[src/mbps_pkg.sv]
package mbps_pkg;

  localparam int DEF_MAX_PATTERN_BYTES = 64;
  localparam int DEF_OFFSET_BITS       = 32;

  localparam int BYTE_W      = 8;
  localparam int OUT_OFF_W   = 32;

  typedef enum logic [1:0] {
    FUNC_CLEAR   = 2'd0,
    FUNC_APPEND  = 2'd1,
    FUNC_DATA    = 2'd2,
    FUNC_RESTART = 2'd3
  } func_t;

  typedef logic [BYTE_W-1:0]    byte_t;
  typedef logic [OUT_OFF_W-1:0] out_off_t;

endpackage

[src/mbps_in_if.sv]
interface mbps_in_if;
  import mbps_pkg::*;

  logic  valid;
  logic  ready;
  func_t func;
  byte_t byte_value;
  byte_t byte_mask;

  modport source (output valid, output func, output byte_value, output byte_mask,
                  input ready);
  modport sink   (input valid, input func, input byte_value, input byte_mask,
                  output ready);
endinterface

[src/mbps_out_if.sv]
interface mbps_out_if;
  import mbps_pkg::*;

  logic     valid;
  logic     ready;
  logic     match_now;
  logic     found;
  out_off_t first_offset;
  logic     overflow;

  modport source (output valid, output match_now, output found, output first_offset,
                  output overflow, input ready);
  modport sink   (input valid, input match_now, input found, input first_offset,
                  input overflow, output ready);
endinterface

[src/masked_byte_pattern_search_core.sv]
// Channel  Dir  Handshake      Payload
// item     in   valid/ready    func, byte_value, byte_mask
// result   out  valid/ready    match_now, found, first_offset, overflow
//
// One result beat per item beat; a new item is taken every clock cycle while the result side is not stalled.
// The path runs through the input register, then one compare pass over all
// pattern positions in parallel into the result register.
// Reset (rst, synchronous) empties the pattern, zeroes the byte count and the
// found flag, and drops any beat in flight.
// A stalled result holds; the input register still fills behind it.
module masked_byte_pattern_search_core #(
  parameter int MAX_PATTERN_BYTES = mbps_pkg::DEF_MAX_PATTERN_BYTES,
  parameter int OFFSET_BITS       = mbps_pkg::DEF_OFFSET_BITS
) (
  input  logic              clk,
  input  logic              rst,
  mbps_in_if.sink           item,
  mbps_out_if.source        result
);
  import mbps_pkg::*;

  localparam int LEN_W = $clog2(MAX_PATTERN_BYTES + 1);
  localparam int CMP_W = (OFFSET_BITS > LEN_W) ? OFFSET_BITS : LEN_W;

  typedef logic [OFFSET_BITS-1:0] offset_t;
  typedef logic [LEN_W-1:0]       len_t;

  // input register
  logic  s1_valid;
  func_t s1_func;
  byte_t s1_value;
  byte_t s1_mask;

  // pattern, stored by age: entry 0 pairs with the newest data byte
  byte_t pat_val [MAX_PATTERN_BYTES];
  byte_t pat_msk [MAX_PATTERN_BYTES];
  len_t  plen;
  len_t  plen_next;

  // data window, entry 0 is the newest byte
  byte_t win [MAX_PATTERN_BYTES];

  offset_t bytes_seen;
  offset_t bytes_seen_next;
  logic    found_flag;
  logic    found_flag_next;
  offset_t first_off;
  offset_t first_off_next;

  // result register
  logic     o_valid;
  logic     o_match;
  logic     o_found;
  out_off_t o_offset;
  logic     o_ovf;

  logic    adv;
  logic    fire;
  logic    full;
  logic    do_append;
  logic    do_data;
  byte_t   cand [MAX_PATTERN_BYTES];
  logic [MAX_PATTERN_BYTES-1:0] hit;
  offset_t seen_inc;
  logic    long_enough;
  logic    match;
  logic    ovf;
  offset_t start;

  assign adv         = !o_valid || result.ready;
  assign fire        = s1_valid && adv;
  assign item.ready  = !s1_valid || adv;
  assign full        = (plen == LEN_W'(MAX_PATTERN_BYTES));
  assign do_append   = fire && (s1_func == FUNC_APPEND) && !full;
  assign do_data     = fire && (s1_func == FUNC_DATA);

  always_comb begin
    cand[0] = s1_value;
    for (int a = 1; a < MAX_PATTERN_BYTES; a++) begin
      cand[a] = win[a-1];
    end
    for (int a = 0; a < MAX_PATTERN_BYTES; a++) begin
      hit[a] = (LEN_W'(a) >= plen) || ((cand[a] & pat_msk[a]) == pat_val[a]);
    end
  end

  assign seen_inc    = (bytes_seen == '1) ? bytes_seen : bytes_seen + 1'b1;
  assign long_enough = CMP_W'(seen_inc) >= CMP_W'(plen);

  always_comb begin
    plen_next       = plen;
    bytes_seen_next = bytes_seen;
    found_flag_next = found_flag;
    first_off_next  = first_off;
    match           = 1'b0;
    ovf             = 1'b0;
    start           = '0;
    case (s1_func)
      FUNC_CLEAR: begin
        plen_next = '0;
      end
      FUNC_APPEND: begin
        if (full) begin
          ovf = 1'b1;
        end else begin
          plen_next = plen + 1'b1;
        end
      end
      FUNC_DATA: begin
        bytes_seen_next = seen_inc;
        if (plen == '0) begin
          match = 1'b1;
        end else if (long_enough && (&hit)) begin
          match = 1'b1;
          // plen <= seen_inc here, so the truncation keeps its value
          start = seen_inc - OFFSET_BITS'(plen);
        end
        if (match && !found_flag) begin
          found_flag_next = 1'b1;
          first_off_next  = start;
        end
      end
      FUNC_RESTART: begin
        bytes_seen_next = '0;
        found_flag_next = 1'b0;
        first_off_next  = '0;
      end
      default: begin
        plen_next = plen;
      end
    endcase
  end

  always_ff @(posedge clk) begin
    if (rst) begin
      s1_valid <= 1'b0;
    end else if (item.valid && item.ready) begin
      s1_valid <= 1'b1;
    end else if (fire) begin
      s1_valid <= 1'b0;
    end
    if (item.valid && item.ready) begin
      s1_func  <= item.func;
      s1_value <= item.byte_value;
      s1_mask  <= item.byte_mask;
    end
  end

  always_ff @(posedge clk) begin
    if (rst) begin
      plen       <= '0;
      bytes_seen <= '0;
      found_flag <= 1'b0;
      first_off  <= '0;
    end else if (fire) begin
      plen       <= plen_next;
      bytes_seen <= bytes_seen_next;
      found_flag <= found_flag_next;
      first_off  <= first_off_next;
    end
  end

  // shift the pattern by age on append, the window on each data byte
  always_ff @(posedge clk) begin
    if (do_append) begin
      pat_val[0] <= s1_value;
      pat_msk[0] <= s1_mask;
      for (int a = 1; a < MAX_PATTERN_BYTES; a++) begin
        pat_val[a] <= pat_val[a-1];
        pat_msk[a] <= pat_msk[a-1];
      end
    end
    if (do_data) begin
      for (int a = 0; a < MAX_PATTERN_BYTES; a++) begin
        win[a] <= cand[a];
      end
    end
  end

  always_ff @(posedge clk) begin
    if (rst) begin
      o_valid <= 1'b0;
    end else if (fire) begin
      o_valid <= 1'b1;
    end else if (result.ready) begin
      o_valid <= 1'b0;
    end
    if (fire) begin
      o_match  <= match;
      o_found  <= found_flag_next;
      o_offset <= found_flag_next ? OUT_OFF_W'(first_off_next) : '0;
      o_ovf    <= ovf;
    end
  end

  assign result.valid        = o_valid;
  assign result.match_now    = o_match;
  assign result.found        = o_found;
  assign result.first_offset = o_offset;
  assign result.overflow     = o_ovf;

endmodule

[src/flat_wrapper.sv]
// flat-port wrapper written by rule: the top's interface ports become plain ports
module masked_byte_pattern_search_core_flat import mbps_pkg::*;
#(
  parameter int MAX_PATTERN_BYTES = mbps_pkg::DEF_MAX_PATTERN_BYTES,
  parameter int OFFSET_BITS       = mbps_pkg::DEF_OFFSET_BITS
)
  (clk, rst, item_valid, item_func, item_byte_value, item_byte_mask, item_ready, result_valid, result_match_now, result_found, result_first_offset, result_overflow, result_ready);
  mbps_in_if item_i ();
  mbps_out_if result_i ();
  input  logic clk;
  input  logic rst;
  input wire logic [$bits(item_i.valid)-1:0] item_valid;
  input wire logic [$bits(item_i.func)-1:0] item_func;
  input wire logic [$bits(item_i.byte_value)-1:0] item_byte_value;
  input wire logic [$bits(item_i.byte_mask)-1:0] item_byte_mask;
  output wire logic [$bits(item_i.ready)-1:0] item_ready;
  output wire logic [$bits(result_i.valid)-1:0] result_valid;
  output wire logic [$bits(result_i.match_now)-1:0] result_match_now;
  output wire logic [$bits(result_i.found)-1:0] result_found;
  output wire logic [$bits(result_i.first_offset)-1:0] result_first_offset;
  output wire logic [$bits(result_i.overflow)-1:0] result_overflow;
  input wire logic [$bits(result_i.ready)-1:0] result_ready;
  assign item_i.valid = item_valid;
  assign item_i.func = item_func;
  assign item_i.byte_value = item_byte_value;
  assign item_i.byte_mask = item_byte_mask;
  assign item_ready = item_i.ready;
  assign result_valid = result_i.valid;
  assign result_match_now = result_i.match_now;
  assign result_found = result_i.found;
  assign result_first_offset = result_i.first_offset;
  assign result_overflow = result_i.overflow;
  assign result_i.ready = result_ready;
  masked_byte_pattern_search_core #(.MAX_PATTERN_BYTES(MAX_PATTERN_BYTES), .OFFSET_BITS(OFFSET_BITS)) u_core (.clk(clk), .rst(rst), .item(item_i), .result(result_i));
endmodule
[config.mk]
export PLATFORM = sky130hd
export DESIGN_NAME = masked_byte_pattern_search_core_flat
export DESIGN_NICKNAME = d
export VERILOG_FILES = /design/src/mbps_pkg.sv /design/src/mbps_in_if.sv /design/src/mbps_out_if.sv /design/src/masked_byte_pattern_search_core.sv /design/src/flat_wrapper.sv
export SDC_FILE = /design/constraint.sdc
export NUM_CORES = 2
export LEC_CHECK = 0
export CAP_MARGIN = 20
export CORE_MARGIN = 2
export CORE_UTILIZATION = 60
export DETAILED_ROUTE_END_ITERATION = 10
export DONT_BUFFER_PORTS = 1
export PLACE_DENSITY = 0.88
export SKIP_CTS_REPAIR_TIMING = 1
export SLEW_MARGIN = 20
export SYNTH_ARGS = -nofsm -noshare
export SYNTH_HDL_FRONTEND = slang
export SYNTH_SLANG_ARGS = --single-unit
[constraint.sdc]
create_clock -name clk -period 269.5 [get_ports clk]
set_input_delay 53.9 -clock clk [delete_from_list [all_inputs] [get_ports clk]]
set_output_delay 53.9 -clock clk [all_outputs]
set_load 0.02 [all_outputs]
==> After elaboration in Yosys (flattened, before gate mapping) <==
Memories as Yosys holds them, arrays and structs flattened.
Index checks and enable logic that the tools add are counted.
{ "word_totals": {"ff_bits": 127, "latch_bits": 0, "mem_bits_rw": 1536, "romBits": 0, "in_bits": 22, "output_inout_bits": 37, "elab_cells": 326, "mem_count": 3} }
{ "memory_table": {"columns": ["name", "depth", "width", "read_ports", "rd_ports_with_merged_regs", "write_ports", "line", "text"], "rows": [
  ["u_core.pat_msk", 64, 8, 64, 0, 64, "masked_byte_pattern_search_core.sv:36", "byte_t pat_msk [MAX_PATTERN_BYTES];"],
  ["u_core.pat_val", 64, 8, 64, 0, 64, "masked_byte_pattern_search_core.sv:35", "byte_t pat_val [MAX_PATTERN_BYTES];"],
  ["u_core.win", 64, 8, 63, 0, 64, "masked_byte_pattern_search_core.sv:41", "byte_t win [MAX_PATTERN_BYTES];"]
]} }
{ "classes": {"add_sub_neg": 3, "mul": 0, "n_div": 0, "magnitude_cmp": 65, "eq_ne": 70, "shift": 0, "mux": 22, "bitwise": 64, "reduce_logical": 86} }
{ "ops": {"columns": ["op", "count"], "rows": [
  ["$and A8 B8 Y8", 64],
  ["$eq A8 B8 Y1", 64],
  ["$ge A6 B7 Y1 const A", 32],
  ["$mux W32", 4],
  ["$pmux W32 S2", 2],
  ["$ge A5 B7 Y1 const A", 16],
  ["$logic_or A1 B1 Y1", 66],
  ["$reduce_and A64 Y1", 1],
  ["$ge A4 B7 Y1 const A", 8],
  ["$add A32 B1 Y32 const B", 1],
  ["$eq A32 B32 Y1 const B", 1],
  ["$ge A32 B7 Y1", 1],
  ["$sub A32 B7 Y32", 1],
  ["$ge A3 B7 Y1 const A", 4],
  ["$ge A1 B7 Y1 const A", 2],
  ["$ge A2 B7 Y1 const A", 2],
  ["$pmux W7 S2", 1],
  ["$mux W1", 13],
  ["$reduce_bool A2 Y1", 4],
  ["$add A7 B1 Y7 const B", 1],
  ["$eq A7 B7 Y1 const B", 1],
  ["$logic_and A1 B1 Y1", 7],
  ["$logic_not A7 Y1", 1],
  ["$mux W7", 1],
  ["8 further kinds", 12]
]} }

==> Longest topological paths before layout <==
{ "logic_depth": {"word_depth": 11, "mapped_depth": 21, "depth_no_buf": 19} }

==> Worst setup path after synthesis <==
No wires, ideal clock.
{ "synth_timing": {"path_kind": "input to register", "start": "input port result_ready", "end": "register u_core.plen[1]", "setup_time_ns": 0.198, "arrival_ns": 133.312, "required_time_ns": 269.302, "path_slack_ns": 135.989, "path_stages": 6, "n_path_buf": 0, "cell_sequence": "nor2b_1 > nor2b_1 > nand2_1 > nor3b_1 > a21oi_1 > nor2_1"} }
{ "synth_between": {"elab_chain_cells": 3} }
{ "synth_rtl": {"columns": ["item", "line", "text"], "rows": [
  ["from (decl)", "flat_wrapper.sv:22", "input wire logic [$bits(result_i.ready)-1:0] result_ready;"],
  ["$logic_or A1 B1 Y1", "masked_byte_pattern_search_core.sv:70", "assign adv = !o_valid || result.ready;"],
  ["$logic_and A1 B1 Y1", "masked_byte_pattern_search_core.sv:71", "assign fire = s1_valid && adv;"],
  ["via u_core.fire", "masked_byte_pattern_search_core.sv:58", "logic fire;"],
  ["$reduce_and A3 Y1 (no line)", null, null],
  ["to (signal assigned)", "masked_byte_pattern_search_core.sv:156", "plen <= plen_next;"],
  ["to (decl)", "masked_byte_pattern_search_core.sv:37", "len_t plen;"]
]} }
The timed path passes the listed nets, and every way through them passes these cells.
A chain may end at the register's enable or synchronous reset.

==> Worst setup path in the final report <==
{ "layout_timing": {"start": "input port result_ready", "end": "output port item_ready"} }
{ "layout_between": {"elab_chain_cells": 2} }
{ "layout_rtl": {"columns": ["item", "line", "text"], "rows": [
  ["$logic_or A1 B1 Y1", "masked_byte_pattern_search_core.sv:70", null],
  ["$logic_or A1 B1 Y1", "masked_byte_pattern_search_core.sv:72", "assign item.ready = !s1_valid || adv;"],
  ["to (decl)", "flat_wrapper.sv:16", "output wire logic [$bits(item_i.ready)-1:0] item_ready;"]
]} }
No other way between the ends.

==> impl_metrics.csv <==
group,metric,value,unit
route,routed_via_density,6.25,
cts,clkLatencyLatePin,0.76,ns
logic_synthesis,synth-compound-area-share,0.0415,
route,vias,32700,
logic_synthesis,synthCells,3627,
worst_setup_path,cp.arrival,54.52,ns
cts,cts_max_level,4,
placement,io_buffers,0,
die,die_area,105000,um^2
route,wl_per_cell,24.9,um
sta,finalHoldViolCount,0,
pwr,p_leak,21.4,nW
cts,clk_pin_slew,0.07,ns
die,start_util,0.604,
worst_setup_path,cp.required,215.60,ns
cts,cts_buffers,149,
finish,nNetsFinal,3780,
worst_setup_path,rrSetupSlack,263.36,ns
logic_synthesis,synth_area_leader_cell,"edfxtp_1",
route,final_antenna_net_count,0,
pwr,report.power.total,0.501,mW
logic_synthesis,yosysWarnings,0,
sta,setup_viol,0,
worst_setup_path,crit_family,"simple AND/OR/NAND/NOR gates",
logic_synthesis,syn_avg_cell_area,16.9,um^2
sta,worstMarginPinSlew,1.19,ns
logic_synthesis,synth_nets,3662,
die,row_count,117,
logic_synthesis,synthAdderAreaFrac,0.00278,
logic_synthesis,synth_top_family_by_area,"simple AND/OR/NAND/NOR gates",
sta,slew_viol_final,0,
grt,grt_pass1_wl,192,mm
worst_setup_path,critical_path_class,"primary input to output port",
grt,grt_util_met2,0.432,
pwr,peakVddDrop,0.00934,mV
route,drcViolationCount,0,
logic_synthesis,ys_types,85,
grt,grt_pass1_vias,32600,
grt,antenna_found_initial,3,
logic_synthesis,synth_edf_count,1581,
sta,fmax,0.00922,GHz
logic_synthesis,ys_seq_area_frac,0.799,
worst_setup_path,path_cells,"nor2b_1 -> nand2_1",
logic_synthesis,netlist_area,61200,um^2
sta,post-route-period-util,0.402,
sta,min_period,108.42,ns
worst_setup_path,path_buf_inv,0,
placement,gp_congestion,0.906,
die,core,101000,um^2
logic_synthesis,synth.area.mux_share,0.000327,
logic_synthesis,yosys-top-cells-count,"edfxtp_1 (1,581), nand2_1 (525), xor2_1 (344)",
worst_setup_path,critPathMaxFanout,4,
logic_synthesis,synth_ff_type,"edfxtp_1",
die,ios,59,
grt,use_met3,0.0602,
die,die_x,323,um
die,fp.dieH,323,um
finish,drive_gt1_frac,0.0714,
logic_synthesis,synth_seq_cells,1655,
cts,cts_tree,"done",
flow_run,maxCapViolations,0,
min_path,hp-class,"flop to flop",
cts,cts_sinks,1655,
grt,grt_overflow,0,
logic_synthesis,async_flop_share,0,
logic_synthesis,yosys.area_share.simple,0.0771,
sta,tns,0,ns
logic_synthesis,synth_most_common_cell,"edfxtp_1",
grt,grt_max_degree,197,
placement,hpwl,77.7,mm
grt,grt_usage,0.246,
worst_setup_path,end_kind,"output port",
route,dr.first_iter.drc_count,4332,
finish,syn2layout_area_growth,10.6,%
cts,clk_path_buf_depth,3,
logic_synthesis,synth_area_leaders,"edfxtp_1 (78%), xor2_1 (4.9%), nand2_1 (3.2%)",
worst_setup_path,critPathLaunchType,"primary input",
grt,top_usage_layer,"met2",
pwr,powerDensity,7.39,nW/um^2
route,drtPass1Iterations,10,
outcome,outcome,"completed",
sta,slew_headroom,0.207,
logic_synthesis,synthDominantCellAreaShare,0.775,
sta,rsz0062_at_grt,"false",
route,wl,130,mm
worst_setup_path,slowest_stage,"nor2b_1",
finish,n_fill_cell,5845,
worst_setup_path,critPathMaxStageDelay,0.33,ns
sta,finClkSkew,0.0349,ns
logic_synthesis,synth_xor_area_frac,0.0727,
grt,gr-usage-met1,0.285,
finish,post-route-util,0.668,
cts,cts-root-buf,"clkbuf_16",
==> power by group <==
part / leakage (nW) / internal (mW) / switching [mW]
combinational: 5.25 / 0.00163 / 0.00514
clock: 2.33 / 0.115 / 0.0938
sequential: 13.8 / 0.283 / 0.00260
==> final timing paths <==
| check | start | endpoint | cells after the start |
|---|---|---|---|
| setup / recovery | result_ready | item_ready | 2 |
| hold / removal | u_core.win[0][89] | u_core.win[0][97] | 0 |
| setup reg to reg | u_core.plen[1] | u_core.result.first_offset[30] | 14 |
| hold reg to reg | u_core.win[0][89] | u_core.win[0][97] | 0 |
==> metrics by stage <==
step,worst slack (ns),hold slack (ns),instances,instance area (um^2)
after global routing,161.04,0.435,5234,67700
final,161.08,0.425,5235,67700
after global placement,161.19,0.418,4961,62900
after CTS,161.10,0.426,5233,67700
after floorplan,135.99,0.400,3627,61200
after detailed placement,161.15,0.408,4961,62900
==> cell type report <==
type | count | area [um^2] | area share
clock inverters | 83 | 802 | 0.0118
inverters | 27 | 109 | 0.00161
diodes | 1 | 2.50 | 0.0000369
well taps | 1368 | 1710 | 0.0253
repair buffers | 27 | 272 | 0.00401
clock buffers | 189 | 3950 | 0.0583
flip-flops and latches | 1655 | 49000 | 0.723
multi-input cells | 1885 | 11900 | 0.176
==> flip-flops by register name (all words and copies together) (netlist names) <==
register	count
u_core.bytes_seen	32
u_core.first_off	32
u_core.found_flag	1
u_core.pat_msk	512
u_core.pat_val	512
u_core.plen	7
u_core.result.first_offset	32
u_core.result.found	1
u_core.result.match_now	1
u_core.result.overflow	1
u_core.result.valid	1
u_core.s1_func	2
u_core.s1_mask	8
u_core.s1_valid	1
u_core.s1_value	8
u_core.win	504
==> per-layer routing <==
metal / part of all wire / wire, um
met5: 0.00039 / 51
met4: 0.046 / 5940
met3: 0.097 / 12600
met2: 0.52 / 67500
met1: 0.34 / 44100
==> cell families (layout without fill, tap and decap cells) <==
logic type | after synthesis | in the layout
and+or+nand+nor | 988 | 988
muxes | 2 | 2
adders and majority gates | 13 | 13
xor gates and xnor gates | 505 | 505
AOI/OAI and AO/OA | 377 | 377
DFF | 1655 | 1655
other | 0 | 1
buffers and inverters | 87 | 326
==> worst reg2reg max path, delay by kind of cell, from the launching register on <==
family | cells | cell delay [ns]
AND/OR/NAND/NOR | 8 | 3.34
buffers and inverters | 2 | 0.82
adder cells (fa/ha/maj) | 1 | 0.33
flip-flops | 1 | 0.55
AO/OA/AOI/OAI | 3 | 0.87
==> layout by cell type (no fill, tap or decap), drive strengths merged, types with 27 or more instances in the layout <==
master  instances
edfxtp       1581
nand2         525
xor2          344
clkbuf        189
xnor2         161
nand4         117
nor2          103
a21oi          80
dfxtp          74
o21ai          65
nand3          59
clkinv         59
a21boi         47
and3           43
nor4           42
inv            39
o22ai          27
buf            27
Power figures use the tool's default switching activity.
